## config.mk

```make
export PLATFORM = sky130hd
export DESIGN_NAME = bqfr_vec_cell
export DESIGN_NICKNAME = d
export VERILOG_FILES = /design/src/hdl/assert_macros.svh /design/src/hdl/bqfr_pkg.sv /design/src/hdl/bqfr_vec_cell.sv
export SDC_FILE = /design/constraint.sdc
export NUM_CORES = 1
export LEC_CHECK = 0
export ABC_AREA = 1
export BUFFER_PORTS_ARGS = -buffer_cell sky130_fd_sc_hd__buf_2
export CAP_MARGIN = 20
export CORE_AREA = 2 2 173 175
export CTS_CLUSTER_DIAMETER = 50
export DETAILED_ROUTE_END_ITERATION = 12
export DIE_AREA = 0 0 175 177
export PLACE_DENSITY = 0.74
export SLEW_MARGIN = 10
export SYNTH_ARGS = -nofsm -noshare
export SYNTH_HDL_FRONTEND = slang
export SYNTH_SLANG_ARGS = --single-unit
```

## constraint.sdc

```tcl
create_clock -name i_clk -period 2.2 [get_ports i_clk]
set_input_delay 0.22 -clock i_clk [delete_from_list [all_inputs] [get_ports i_clk]]
set_output_delay 0.22 -clock i_clk [all_outputs]
set_load 0.01 [all_outputs]
```

## src/hdl/assert_macros.svh

```systemverilog
// Assertion macros used by the top level of the frequency-response evaluator.
`ifndef ASSERT_MACROS_SVH
`define ASSERT_MACROS_SVH

// Check a property on every clock edge outside reset.
`define ASSERT_CHK(label, clk, rst_n, prop, msg) \
    label: assert property (@(posedge clk) disable iff (!(rst_n)) prop) else $error(msg);

// Check a property on every clock edge, reset included.
`define ASSERT_ALWAYS(label, clk, prop, msg) \
    label: assert property (@(posedge clk) prop) else $error(msg);

`endif

```

## src/hdl/bqfr_pkg.sv

```systemverilog
// Package with types, constants and the arctangent table of the frequency-response evaluator.
`default_nettype none
package bqfr_pkg;

    localparam int ATAN_LEN      = 24;
    localparam int ANG_DIV_STEPS = 52;
    localparam int MAG_DIV_STEPS = 52;
    localparam int MAG_W         = 36;
    localparam int SUM_W         = 36;
    localparam int VEC_W         = 40;
    localparam int ROT_W         = 34;

    localparam logic [29:0] K_Q30 = 30'd652032874;

    localparam logic [2:0] REG_NUM0 = 3'd0;
    localparam logic [2:0] REG_NUM1 = 3'd1;
    localparam logic [2:0] REG_NUM2 = 3'd2;
    localparam logic [2:0] REG_DEN0 = 3'd3;
    localparam logic [2:0] REG_DEN1 = 3'd4;
    localparam logic [2:0] REG_DEN2 = 3'd5;
    localparam logic [2:0] REG_FS   = 3'd6;
    localparam logic [2:0] REG_GAIN = 3'd7;

    typedef struct packed {
        logic                    flip;
        logic signed [ROT_W-1:0] x;
        logic signed [ROT_W-1:0] y;
        logic signed [ROT_W-1:0] z;
    } t_rot;

    typedef struct packed {
        logic                    zero;
        logic signed [VEC_W-1:0] x;
        logic signed [VEC_W-1:0] y;
        logic [31:0]             z;
    } t_vec;

    function automatic logic [31:0] atan_turn(input int idx);
        logic [31:0] v;
        case (idx)
            0:       v = 32'h20000000;
            1:       v = 32'h12E4051E;
            2:       v = 32'h09FB385B;
            3:       v = 32'h051111D4;
            4:       v = 32'h028B0D43;
            5:       v = 32'h0145D7E1;
            6:       v = 32'h00A2F61E;
            7:       v = 32'h00517C55;
            8:       v = 32'h0028BE53;
            9:       v = 32'h00145F2F;
            10:      v = 32'h000A2F98;
            11:      v = 32'h000517CC;
            12:      v = 32'h00028BE6;
            13:      v = 32'h000145F3;
            14:      v = 32'h0000A2FA;
            15:      v = 32'h0000517D;
            16:      v = 32'h000028BE;
            17:      v = 32'h0000145F;
            18:      v = 32'h00000A30;
            19:      v = 32'h00000518;
            20:      v = 32'h0000028C;
            21:      v = 32'h00000146;
            22:      v = 32'h000000A3;
            23:      v = 32'h00000051;
            default: v = 32'h00000000;
        endcase
        return v;
    endfunction

endpackage
`default_nettype wire

```

## src/hdl/bqfr_vec_cell.sv

```systemverilog
// One vectoring CORDIC cell: turns the vector one table angle toward the x axis.
`default_nettype none
module bqfr_vec_cell #(
    parameter int STAGE = 0
) (
    input  wire logic          i_clk,
    input  wire logic          i_en,
    input  wire bqfr_pkg::t_vec i_s,
    output bqfr_pkg::t_vec     o_s
);

    localparam logic [31:0] ATAN = bqfr_pkg::atan_turn(STAGE);

    logic signed [bqfr_pkg::VEC_W-1:0] w_x;
    logic signed [bqfr_pkg::VEC_W-1:0] w_y;
    bqfr_pkg::t_vec                    w_n;
    bqfr_pkg::t_vec                    r_s;

    always_comb begin
        w_x      = i_s.x;
        w_y      = i_s.y;
        w_n.zero = i_s.zero;
        if (w_y >= 0) begin
            w_n.x = w_x + (w_y >>> STAGE);
            w_n.y = w_y - (w_x >>> STAGE);
            w_n.z = i_s.z + ATAN;
        end else begin
            w_n.x = w_x - (w_y >>> STAGE);
            w_n.y = w_y + (w_x >>> STAGE);
            w_n.z = i_s.z - ATAN;
        end
    end

    always_ff @(posedge i_clk) begin
        if (i_en) begin
            r_s <= w_n;
        end
    end

    assign o_s = r_s;

endmodule
`default_nettype wire

```

# [Word-level counts from Yosys, hierarchy flattened]
# Index checks and enable logic that the tools add are counted.
[classes] add_sub_neg=5 magnitude_cmp=1 muxes=1
[ops] op="112-bit 2-to-1 mux" count=1
[ops] op="40-bit subtractor" count=2
[ops] op="40-bit adder" count=1
[ops] op="40-bit by 1-bit greater-or-equal comparator with 1-bit output (second input constant)" count=1
[ops] op="32-bit by 30-bit adder with 32-bit output (second input constant)" count=1
[ops] op="32-bit by 30-bit subtractor with 32-bit output (second input constant)" count=1
[word_totals] reg_bits=113 input_bits=115 output_inout_bits=113 word_cells=11

# [Logic depth before layout (Yosys ltp)]
[logic_depth] word_depth=2 ltp_mapped=18 depth_no_buf=17

# [Worst setup path after synthesis]
# Ideal clock, no wire load.
[synth_path] kind="input to register" startpoint="input i_s[72] (netlist bit)" endpoint="register r_s, in the netlist o_s[100] (data pin)" t_arrival_ns=1.708 required_ns=1.946 slack_ns=0.238 path_stages=13 path_buffers=0 path_cell_list="inv_1 > ha_1 > fa_1 > o21ai_0 > inv_1 > nor2_1 > nand2_1 > nand3_2 > nand2_1 > nand2_1 > nand2_1 > nand3_1 > nand2_1"
[synth_lines] element="start, declared" line_no="bqfr_vec_cell.sv:8" text="input wire bqfr_pkg::t_vec i_s,"
[synth_lines] element="end signal, assigned" line_no="bqfr_vec_cell.sv:36" text="r_s <= w_n;"
[synth_lines] element="end, declared" line_no="bqfr_vec_cell.sv:17" text="bqfr_pkg::t_vec r_s;"

==> out/qor.yml <==
finalWirelength_mm: 50.6
synth_flop_type: "sky130_fd_sc_hd__edfxtp_1"
finalWeightedCongestion: 0.993
largest_register_ff_count: 112
yosys_register_bits: 112
max_freq_mhz: 470
dp_cells: 2902
final_period_utilization_pct: 96.7
synth.lib_cells_used.distinct: 42
syn-instance-count: 1968
synth_top_area_share_pct: 26.1
wl_per_cell_um: 17.3
ir_drop_v: 0.000303
synth.cell_area_um2: 12900
finalSetupTns_ns: 0
regArea_um2: 3360
root_buffer: "sky130_fd_sc_hd__clkbuf_16"
rows: 63
initial_antenna_violation_count: 0
synth.top_cells.by_area: "sky130_fd_sc_hd__edfxtp_1 (26%), sky130_fd_sc_hd__nand2_1 (17%), sky130_fd_sc_hd__ha_1 (11%), sky130_fd_sc_hd__inv_1 (9.3%), sky130_fd_sc_hd__nand3_1 (6.6%)"
layout.cells.most_common_list: "sky130_fd_sc_hd__nand2_1 (580), sky130_fd_sc_hd__buf_4 (367), sky130_fd_sc_hd__inv_1 (318), sky130_fd_sc_hd__buf_2 (226), sky130_fd_sc_hd__nand3_1 (168)"
hold_path_startpoint: "i_s[13]"
yosysTopAreaCell: "sky130_fd_sc_hd__edfxtp_1"
status: "complete, no violations"
cellLeakagePower_nw: 9.31
fp.dieW_um: 175
end_kind: "flip-flop"
final_layout_size_suffix_gt1_share_pct: 29.2
worst_hold_path.endpoint: "o_s[13]"
cts_tree: "yes"
antenna_cells: 0
final_hold_violations: 0
finish.net_count: 2759
critPathRequiredTime_ns: 2.30
synth-warning-count: 0
drt_first_pass_iters: 6
arrival_ns: 2.23
timing.critical_path.cells: "buf_2 -> inv_1 -> ha_1 -> nand2_1 -> nand2_1 -> buf_4 -> a21oi_1 -> inv_1 -> nand2_1 -> nand3_1 -> nand2_1 -> nand3_1 -> nand3_1 -> o21ai_0"
totalPowerFinal_mw: 8.73
post-route-drc-count: 0
timing.hold.worst.class: "primary input to flip-flop"
critical-path-slowest-cell: "sky130_fd_sc_hd__ha_1"
globalRouteOverflowTotal: 0
layout_area_growth_over_synthesis_pct: 34.6
mostFrequentLayoutCell: "sky130_fd_sc_hd__nand2_1"
antenna_left: 0
mappedNetlistNets: 2204
timing_max_transition_violations_final: 0
cts-htree-levels: 3
start_kind: "primary input"
start_util_pct: 44.1
dieHeight_um: 177
cts-buffers-inserted: 9
worstPathMaxFanout: 5
crit_path_frequent_cell: "sky130_fd_sc_hd__nand2_1"
first_global_vias: 14100
crit_type: "primary input to flip-flop"
detail_route.iter0.violations: 1235
multiInputGateArea_um2: 7930
worstPathBufferInverterCount: 4
max_cap_violations: 0
synth.yosys.seq_area_share_pct: 26.1
period_needed_ns: 2.13
detail_route.vias_per_cell: 5.05
global_route.usage.total_pct: 32.4
die_area_um2: 31000
fillers: 2916
post_synth_arst_share_pct: 0
synth_enable_flop_cells: 112
cp_top_family: "simple AND/OR/NAND/NOR gates"
final_critical_path_setup_slack_ns: 0.0731
numClockSinks: 112
cell_count_final_fillers_out: 2918
place_ws_ns: -0.372
report.final.setup_viol: 0
synthesis.area_per_instance_um2: 6.55
place_hpwl_mm: 43.2
rsz0062_at_grt: "true"
count_of_buffers_from_port_buffering: 227
max_slew_margin_pct: 58.5
grt_max_degree: 78
max_stage_delay_ns: 0.37
powerDensity_nw_per_um2: 503
cts.reportedPaths.clkPinSlew_ns: 0.09
cts.path.max_buffers: 2
routed-via-count: 14700
core_region_area_um2: 29200
hold-path-cell-count: 1
timing_worst_slew_pin_value_ns: 0.615
num_io_pins: 228
grt_first_pass_wirelength_mm: 76.2
area by class of cell:
cell class                      count  area share [%]
Clock buffer                       10            1.32
Tap cell                          390            2.81
Clock inverter                      6           0.390
Timing Repair Buffer              599            23.1
Multi-Input combinational cell   1466            45.7
Sequential cell                   112            19.4
Inverter                          335            7.25
routing by layer:
layer  vias to the layer above  track usage, %  wire (um)
met5                         -               0          0
met4                         0            9.20       1340
met3                        69            2.53       3480
met2                       571            52.3      22200
met1                      6723            46.4      23600
li1                       7361               -          -
cell usage after synthesis (13+ instances only):
cell	number
sky130_fd_sc_hd__nand2_2	20
sky130_fd_sc_hd__buf_6	17
sky130_fd_sc_hd__inv_2	16
sky130_fd_sc_hd__nor2_4	13
sky130_fd_sc_hd__nor2_2	29
sky130_fd_sc_hd__o21ai_0	101
sky130_fd_sc_hd__xor2_1	27
sky130_fd_sc_hd__edfxtp_1	112
sky130_fd_sc_hd__nor2_1	152
sky130_fd_sc_hd__a21oi_1	132
sky130_fd_sc_hd__buf_4	19
sky130_fd_sc_hd__nand3_1	169
sky130_fd_sc_hd__nand2_1	584
sky130_fd_sc_hd__ha_1	117
sky130_fd_sc_hd__o21ai_1	17
sky130_fd_sc_hd__inv_1	318
kinds of logic (layout without fill, tap and decap cells):
kind of cell | after synthesis | in the layout | synth area share (%)
buffers and inverters | 390 | 950 | 13.0
adder cells (fa/ha/maj) | 121 | 121 | 12.0
multiplexers | 1 | 1 | 0.0777
AO/OA/AOI/OAI | 294 | 294 | 12.2
flip-flops | 112 | 112 | 26.1
AND/OR/NAND/NOR | 1021 | 1021 | 34.6
XOR/XNOR | 29 | 29 | 1.97
worst max-delay path by stage:
stage / from / cells after the start / slack, ns / endpoint
final: i_s[35] / 14 / 0.07 / o_s[90]
after global routing: i_s[40] / 17 / -0.005 / o_s[107]
after CTS: i_s[41] / 17 / 0.02 / o_s[107]
after detailed placement: i_s[41] / 17 / -0.37 / o_s[107]
after floorplan: i_s[72] / 13 / 0.24 / o_s[100]
after global placement: i_s[36] / 16 / -0.38 / o_s[67]
stage by stage:
step	area, um2	utilization [%]	hold slack (ns)
floorplan	12900	-	0.319
global placement	17000	58.0	0.396
detailed placement	17000	58.0	0.399
CTS	17300	59.0	0.00618
global route	17300	59.3	0.00274
finish	17300	59.3	0.0185
what timing repair did:
action	CTS	global route
hold buffers	0	0
buffers inserted	0	0
endpoints found under the setup margin	0	30
resized for setup	0	23
power breakdown:
part	leakage (nW)	internal, mW	switching [mW]	total [mW]
logic	8.07	1.72	2.51	4.23
clock network	0.143	0.803	0.933	1.74
registers	1.09	2.69	0.0684	2.76
(Power assumes the default switching activity.)
