[src/hdl/assert_macros.svh]
// Assertion macros used by the top level of the frequency-response evaluator.
`ifndef ASSERT_MACROS_SVH
`define ASSERT_MACROS_SVH

// Check a property on every clock edge outside reset.
`define ASSERT_CHK(label, clk, rst_n, prop, msg) \
    label: assert property (@(posedge clk) disable iff (!(rst_n)) prop) else $error(msg);

// Check a property on every clock edge, reset included.
`define ASSERT_ALWAYS(label, clk, prop, msg) \
    label: assert property (@(posedge clk) prop) else $error(msg);

`endif

[src/hdl/bqfr_pkg.sv]
// Package with types, constants and the arctangent table of the frequency-response evaluator.
`default_nettype none
package bqfr_pkg;

    localparam int ATAN_LEN      = 24;
    localparam int ANG_DIV_STEPS = 52;
    localparam int MAG_DIV_STEPS = 52;
    localparam int MAG_W         = 36;
    localparam int SUM_W         = 36;
    localparam int VEC_W         = 40;
    localparam int ROT_W         = 34;

    localparam logic [29:0] K_Q30 = 30'd652032874;

    localparam logic [2:0] REG_NUM0 = 3'd0;
    localparam logic [2:0] REG_NUM1 = 3'd1;
    localparam logic [2:0] REG_NUM2 = 3'd2;
    localparam logic [2:0] REG_DEN0 = 3'd3;
    localparam logic [2:0] REG_DEN1 = 3'd4;
    localparam logic [2:0] REG_DEN2 = 3'd5;
    localparam logic [2:0] REG_FS   = 3'd6;
    localparam logic [2:0] REG_GAIN = 3'd7;

    typedef struct packed {
        logic                    flip;
        logic signed [ROT_W-1:0] x;
        logic signed [ROT_W-1:0] y;
        logic signed [ROT_W-1:0] z;
    } t_rot;

    typedef struct packed {
        logic                    zero;
        logic signed [VEC_W-1:0] x;
        logic signed [VEC_W-1:0] y;
        logic [31:0]             z;
    } t_vec;

    function automatic logic [31:0] atan_turn(input int idx);
        logic [31:0] v;
        case (idx)
            0:       v = 32'h20000000;
            1:       v = 32'h12E4051E;
            2:       v = 32'h09FB385B;
            3:       v = 32'h051111D4;
            4:       v = 32'h028B0D43;
            5:       v = 32'h0145D7E1;
            6:       v = 32'h00A2F61E;
            7:       v = 32'h00517C55;
            8:       v = 32'h0028BE53;
            9:       v = 32'h00145F2F;
            10:      v = 32'h000A2F98;
            11:      v = 32'h000517CC;
            12:      v = 32'h00028BE6;
            13:      v = 32'h000145F3;
            14:      v = 32'h0000A2FA;
            15:      v = 32'h0000517D;
            16:      v = 32'h000028BE;
            17:      v = 32'h0000145F;
            18:      v = 32'h00000A30;
            19:      v = 32'h00000518;
            20:      v = 32'h0000028C;
            21:      v = 32'h00000146;
            22:      v = 32'h000000A3;
            23:      v = 32'h00000051;
            default: v = 32'h00000000;
        endcase
        return v;
    endfunction

endpackage
`default_nettype wire

[src/hdl/bqfr_rot_cell.sv]
// One rotation CORDIC cell: turns the vector by one table angle toward the residual angle.
`default_nettype none
module bqfr_rot_cell #(
    parameter int STAGE = 0
) (
    input  wire logic          i_clk,
    input  wire logic          i_en,
    input  wire bqfr_pkg::t_rot i_s,
    output bqfr_pkg::t_rot     o_s
);

    localparam logic signed [bqfr_pkg::ROT_W-1:0] ATAN =
        bqfr_pkg::ROT_W'(bqfr_pkg::atan_turn(STAGE));

    logic signed [bqfr_pkg::ROT_W-1:0] w_x;
    logic signed [bqfr_pkg::ROT_W-1:0] w_y;
    logic signed [bqfr_pkg::ROT_W-1:0] w_z;
    bqfr_pkg::t_rot                    w_n;
    bqfr_pkg::t_rot                    r_s;

    always_comb begin
        w_x      = i_s.x;
        w_y      = i_s.y;
        w_z      = i_s.z;
        w_n.flip = i_s.flip;
        if (w_z >= 0) begin
            w_n.x = w_x - (w_y >>> STAGE);
            w_n.y = w_y + (w_x >>> STAGE);
            w_n.z = w_z - ATAN;
        end else begin
            w_n.x = w_x + (w_y >>> STAGE);
            w_n.y = w_y - (w_x >>> STAGE);
            w_n.z = w_z + ATAN;
        end
    end

    always_ff @(posedge i_clk) begin
        if (i_en) begin
            r_s <= w_n;
        end
    end

    assign o_s = r_s;

endmodule
`default_nettype wire

[config.mk]
export PLATFORM = sky130hd
export DESIGN_NAME = bqfr_rot_cell
export DESIGN_NICKNAME = d
export VERILOG_FILES = /design/src/hdl/assert_macros.svh /design/src/hdl/bqfr_pkg.sv /design/src/hdl/bqfr_rot_cell.sv
export SDC_FILE = /design/constraint.sdc
export NUM_CORES = 1
export LEC_CHECK = 0
export BUFFER_PORTS_ARGS = -buffer_cell sky130_fd_sc_hd__buf_2
export CORE_MARGIN = 10
export CORE_UTILIZATION = 60
export DETAILED_ROUTE_END_ITERATION = 10
export PLACE_DENSITY = 0.88
export SKIP_LAST_GASP = 1
export SLEW_MARGIN = 10
export SYNTH_ARGS = -nofsm -noshare
export SYNTH_HDL_FRONTEND = slang
export SYNTH_SLANG_ARGS = --single-unit
[constraint.sdc]
create_clock -name i_clk -period 6.7 [get_ports i_clk]
set_clock_uncertainty 0.05 [all_clocks]
set_input_delay 1.34 -clock i_clk [delete_from_list [all_inputs] [get_ports i_clk]]
set_output_delay 1.34 -clock i_clk [all_outputs]
set_load 0.005 [all_outputs]
## Word level (Yosys, flattened, before mapping)

Index checks and enable logic that the tools add are counted.

| word-level totals | value |
|---|---|
| output and inout port bits | 103 |
| register bits | 103 |
| word-level logic and storage cells | 11 |
| bits of input ports | 105 |

| operators by class | value |
|---|---|
| multiplexer cells | 1 |
| $add $sub $neg | 5 |
| order comparisons | 1 |

Operator list:

| operator | count |
|---|---|
| $mux 102 | 1 |
| $sub 34x34->34 | 2 |
| $add 34x31->34 const B | 1 |
| $add 34x34->34 | 1 |
| $ge 34x1->1 const B | 1 |
| $sub 34x31->34 const B | 1 |

## Longest topological paths before layout

| logic depth | value |
|---|---|
| word-level depth | 2 |
| depth in mapped cells | 13 |
| gate-level depth less buffers | 12 |

## Worst setup path after synthesis

No wires, ideal clock.

| path | value |
|---|---|
| kind | input to register |
| from | in i_s[35] in the netlist's numbering |
| to | reg r_s, in the netlist o_s[99], data pin |
| setup slack | 2.976 ns |
| cell stages on the path | 11 |
| setup time | 0.269 ns |
| path buffers | 0 |
| arrival time | 3.405 ns |
| required time | 6.381 ns |
| path through | inv_1 -> ha_1 -> nor2b_1 -> o2111a_1 -> o311ai_2 -> and2_2 -> o21ai_2 -> a31o_4 -> a2111oi_4 -> a21oi_2 -> xor2_1 |

RTL lines:

| what | line | text |
|---|---|---|
| start: declaration | bqfr_rot_cell.sv:8 | `input wire bqfr_pkg::t_rot i_s,` |
| end signal: assignment | bqfr_rot_cell.sv:39 | `r_s <= w_n;` |
| end: declaration | bqfr_rot_cell.sv:19 | `bqfr_pkg::t_rot r_s;` |

==> metrics.md <==
| Metric | Value |
|---|---|
| Layout cell share with drive strength beyond 1 | 21.4% |
| Reported leakage power | 0.00468 uW |
| Worst EP required | 6.74 ns |
| Inserted Clock Buffers | 9 |
| Predominant post-synthesis flop cell | edfxtp_1 |
| Number of storage elements in the synthesis netlist | 102 |
| Clock share of power | 24.7% |
| Run status | complete, no violations |
| Worst ir drop on vdd | 0.000129 V |
| Combinational cell fraction of total power | 35.7% |
| Initial antenna violation count | 1 |
| Buffer count from post-CTS setup fixing | 0 |
| Syn. warnings | 0 |
| Part of the Yosys area used for sequential elements | 33.6% |
| Final Net Count | 1,413 |
| Die ar. | 20,500 sq um |
| Achievable frequency | 234 MHz |
| Routability cong. | 1.02 |
| Mean Syn Cell Area | 8.94 sq um |
| Sequential group share of total power | 39.5% |
| Slew headroom | 40.0% |
| Mapped Nets | 1,233 |
| Clock net sink count | 102 |
| Type of the tightest min-delay check | input pin to flip-flop |
| Number of endpoints failing setup at the final stage | 0 |
| Unrepaired setup endpoints after global routing | false |
| Root buffer cell | clkbuf_16 |
| Fraction of post-synthesis cell area in the top cell type by area | 33.6% |
| GR Overflow Total | 0 |
| Clock transition at the registers of the reported paths | 0.07 ns |
| Category of the most critical setup path | input pin to flip-flop |
| Post-synth cell types | 74 |
| Critical Path Sink Type | flip-flop |
| Critical Path AT | 4.33 ns |
| Critical path peak fanout | 80 |
| Synthesized instance count | 1,020 |
| Cell Int Power | 1380 uW |
| Number of global-route vias before repair | 8,390 |
| Number of enable-type register cells in the synthesized netlist | 102 |
| Fraction of the cycle the final worst path needs | 63.9% |
| Switching share of total power | 35.5% |
| Wire length per cell | 20.9 microns |
| Effective utilization at floorplan | 60.7% |
| Clock tree buffer depth | 2 |
| Shortest period the worst path allows | 4.28 ns |
| Cell Rows | 45 |
| Remaining antenna violation count | 0 |
| CTS tree | done |
| Die Height | 143 microns |
| Max_cap viols | 0 |
| Core Area | 15,000 sq um |
| Pin count of the biggest net entering global routing | 81 |
| # fillers | 1,226 |
| Hold Buf Count CTS | 0 |
| Reported net switching power | 758 uW |
| Total area of multi-input combinational cells | 5490 sq um |
| 1st-iter DRT viols | 961 |
| Number of input and output port buffers inserted | 207 |
| Setup total negative slack | 0 ns |
| Register area | 3060 sq um |
| Total standard cell area after synthesis | 9120 sq um |
| Number of flip-flops under the largest register name | 102 |
| Overall Global Routing Usage | 27.3% |
| Die width | 143 microns |
| Worst Max-Slew Pin Slew | 0.893 ns |
| Cell accounting for the most synthesized area | edfxtp_1 |
| Wire length of the first global-routing pass | 44,900 microns |
| Via-per-instance ratio | 6.24 |
| Area growth, synth to finish | 15.4% |
| Final HPWL DP | 23,000 microns |
| Total count of hold-check failures in the final report | 0 |
| Post-cts resize count | 0 |
| Post-route DRC violation count | 0 |
| Top-level I/O count | 208 |
| DRT Pass-1 Iters | 6 |
| Critical path launch point type | input pin |
| Async set-reset flop share out of synthesis | 0% |
| Cell types with the largest area share after synthesis | edfxtp_1 34%, ha_1 14%, a21oi_1 7.0% |
| Level count of the clock H-tree | 3 |
| Vias post-DR | 8,702 |
| Final Core Density | 70.0% |
| Number of pins exceeding their max-slew limit in the final report | 0 |
| Final wirelength | 29,100 microns |
| Power per unit of standard cell area | 203 nW/um^2 |
cell type report:
cell class                      instances  share of cell area [%]
Sequential cell                       102                    29.1
Timing Repair Buffer                  210                    10.1
Tap cell                              188                    2.23
Inverter                              104                    3.71
Clock buffer                            9                    2.14
Clock inverter                          7                   0.642
Antenna cell                            1                  0.0238
Multi-Input combinational cell        773                    52.1
power groups by stage:
stage	logic, uW	clock network [uW]	registers [uW]
6_report	764	529	845
5_1_grt	831	553	854
4_1_cts	753	529	846
3_5_place_dp	747	0	859
3_3_place_gp	742	0	856
2_1_floorplan	444	0	871
worst max-delay path: stages:
cell and delay (ns):
buf_2 0.10, inv_1 0.14, ha_1 0.17, nor4b_1 0.20
nand4_1 0.14, nor3_1 0.35, nor2_4 0.04, buf_4 0.37
clkinv_1 0.11, buf_4 0.51, ha_1 0.39, a21oi_1 0.14
nor2_1 0.05, nor2_1 0.12, xor2_1 0.09
layer usage:
metal	GRT usage, %	wire, microns
met5	0	0
met4	9.30	883
met3	6.30	2770
met2	46.4	14000
met1	33.3	11400
cell usage after synthesis, types with 8 or more instances:
| master | count |
|---|---|
| nor2_1 | 77 |
| nand4_1 | 11 |
| nand3_1 | 13 |
| nand2b_1 | 15 |
| clkbuf_1 | 23 |
| nor2b_1 | 15 |
| ha_1 | 104 |
| o21a_1 | 12 |
| edfxtp_1 | 102 |
| xor2_1 | 11 |
| a21oi_1 | 127 |
| xnor2_1 | 57 |
| a211oi_1 | 17 |
| buf_2 | 9 |
| o211ai_1 | 11 |
| nor4_1 | 12 |
| a31oi_1 | 8 |
| nor3_1 | 24 |
| inv_1 | 97 |
| nand2_1 | 53 |
| o21ai_0 | 56 |
| o21bai_1 | 19 |
| a21o_1 | 21 |
per-stage QoR:
step	area, sq um	total power, uW	hold slack (ns)	instances	worst slack (ns)
floorplan	9120	1320	1.39	1020	2.98
global placement	10200	1600	1.47	1377	2.16
detailed placement	10200	1610	1.47	1377	2.07
CTS	10500	2130	1.11	1393	2.42
global route	10500	2240	1.11	1394	2.18
finish	10500	2140	1.11	1394	2.42
kinds of logic (layout without fill, tap and decap cells):
logic type      after synthesis  in the layout  synth area share, %
compound gates              334            334                 23.8
simple gates                257            257                 13.9
buf+inv                     145            330                 6.38
fa+ha+maj                   108            108                 15.1
flops                       102            102                 33.6
xor+xnor                     68             68                 6.53
mux                           6              6                0.658
other cells                   0              1                    0
cells in the final DEF (no fill, tap or decap), drive strengths merged, types with 4 or more instances in the layout:
master   count
a221o        4
clkbuf       9
xor2        11
nor2b       15
a211oi      19
clkinv       5
nor4        13
a2111oi      4
a311oi       4
o21a        12
or3          8
or2          9
nor3        25
o21bai      19
and4         4
nand3       13
ha         104
buf        210
a21oi      131
o31ai        8
inv        105
a221oi       4
mux2i        6
a21o        21
and2         7
xnor2       57
nand2b      15
edfxtp     102
fa           4
o31a         7
o21ai       62
o211ai      11
nand4       11
nor2        77
nand2       53
a31oi        8
final timing paths:
kind                 start        to  cells after the start
hold / removal    i_s[102]  o_s[102]                      1
setup / recovery   i_s[33]   o_s[33]                     15
No activity file was read; power rests on OpenSTA's default activity.
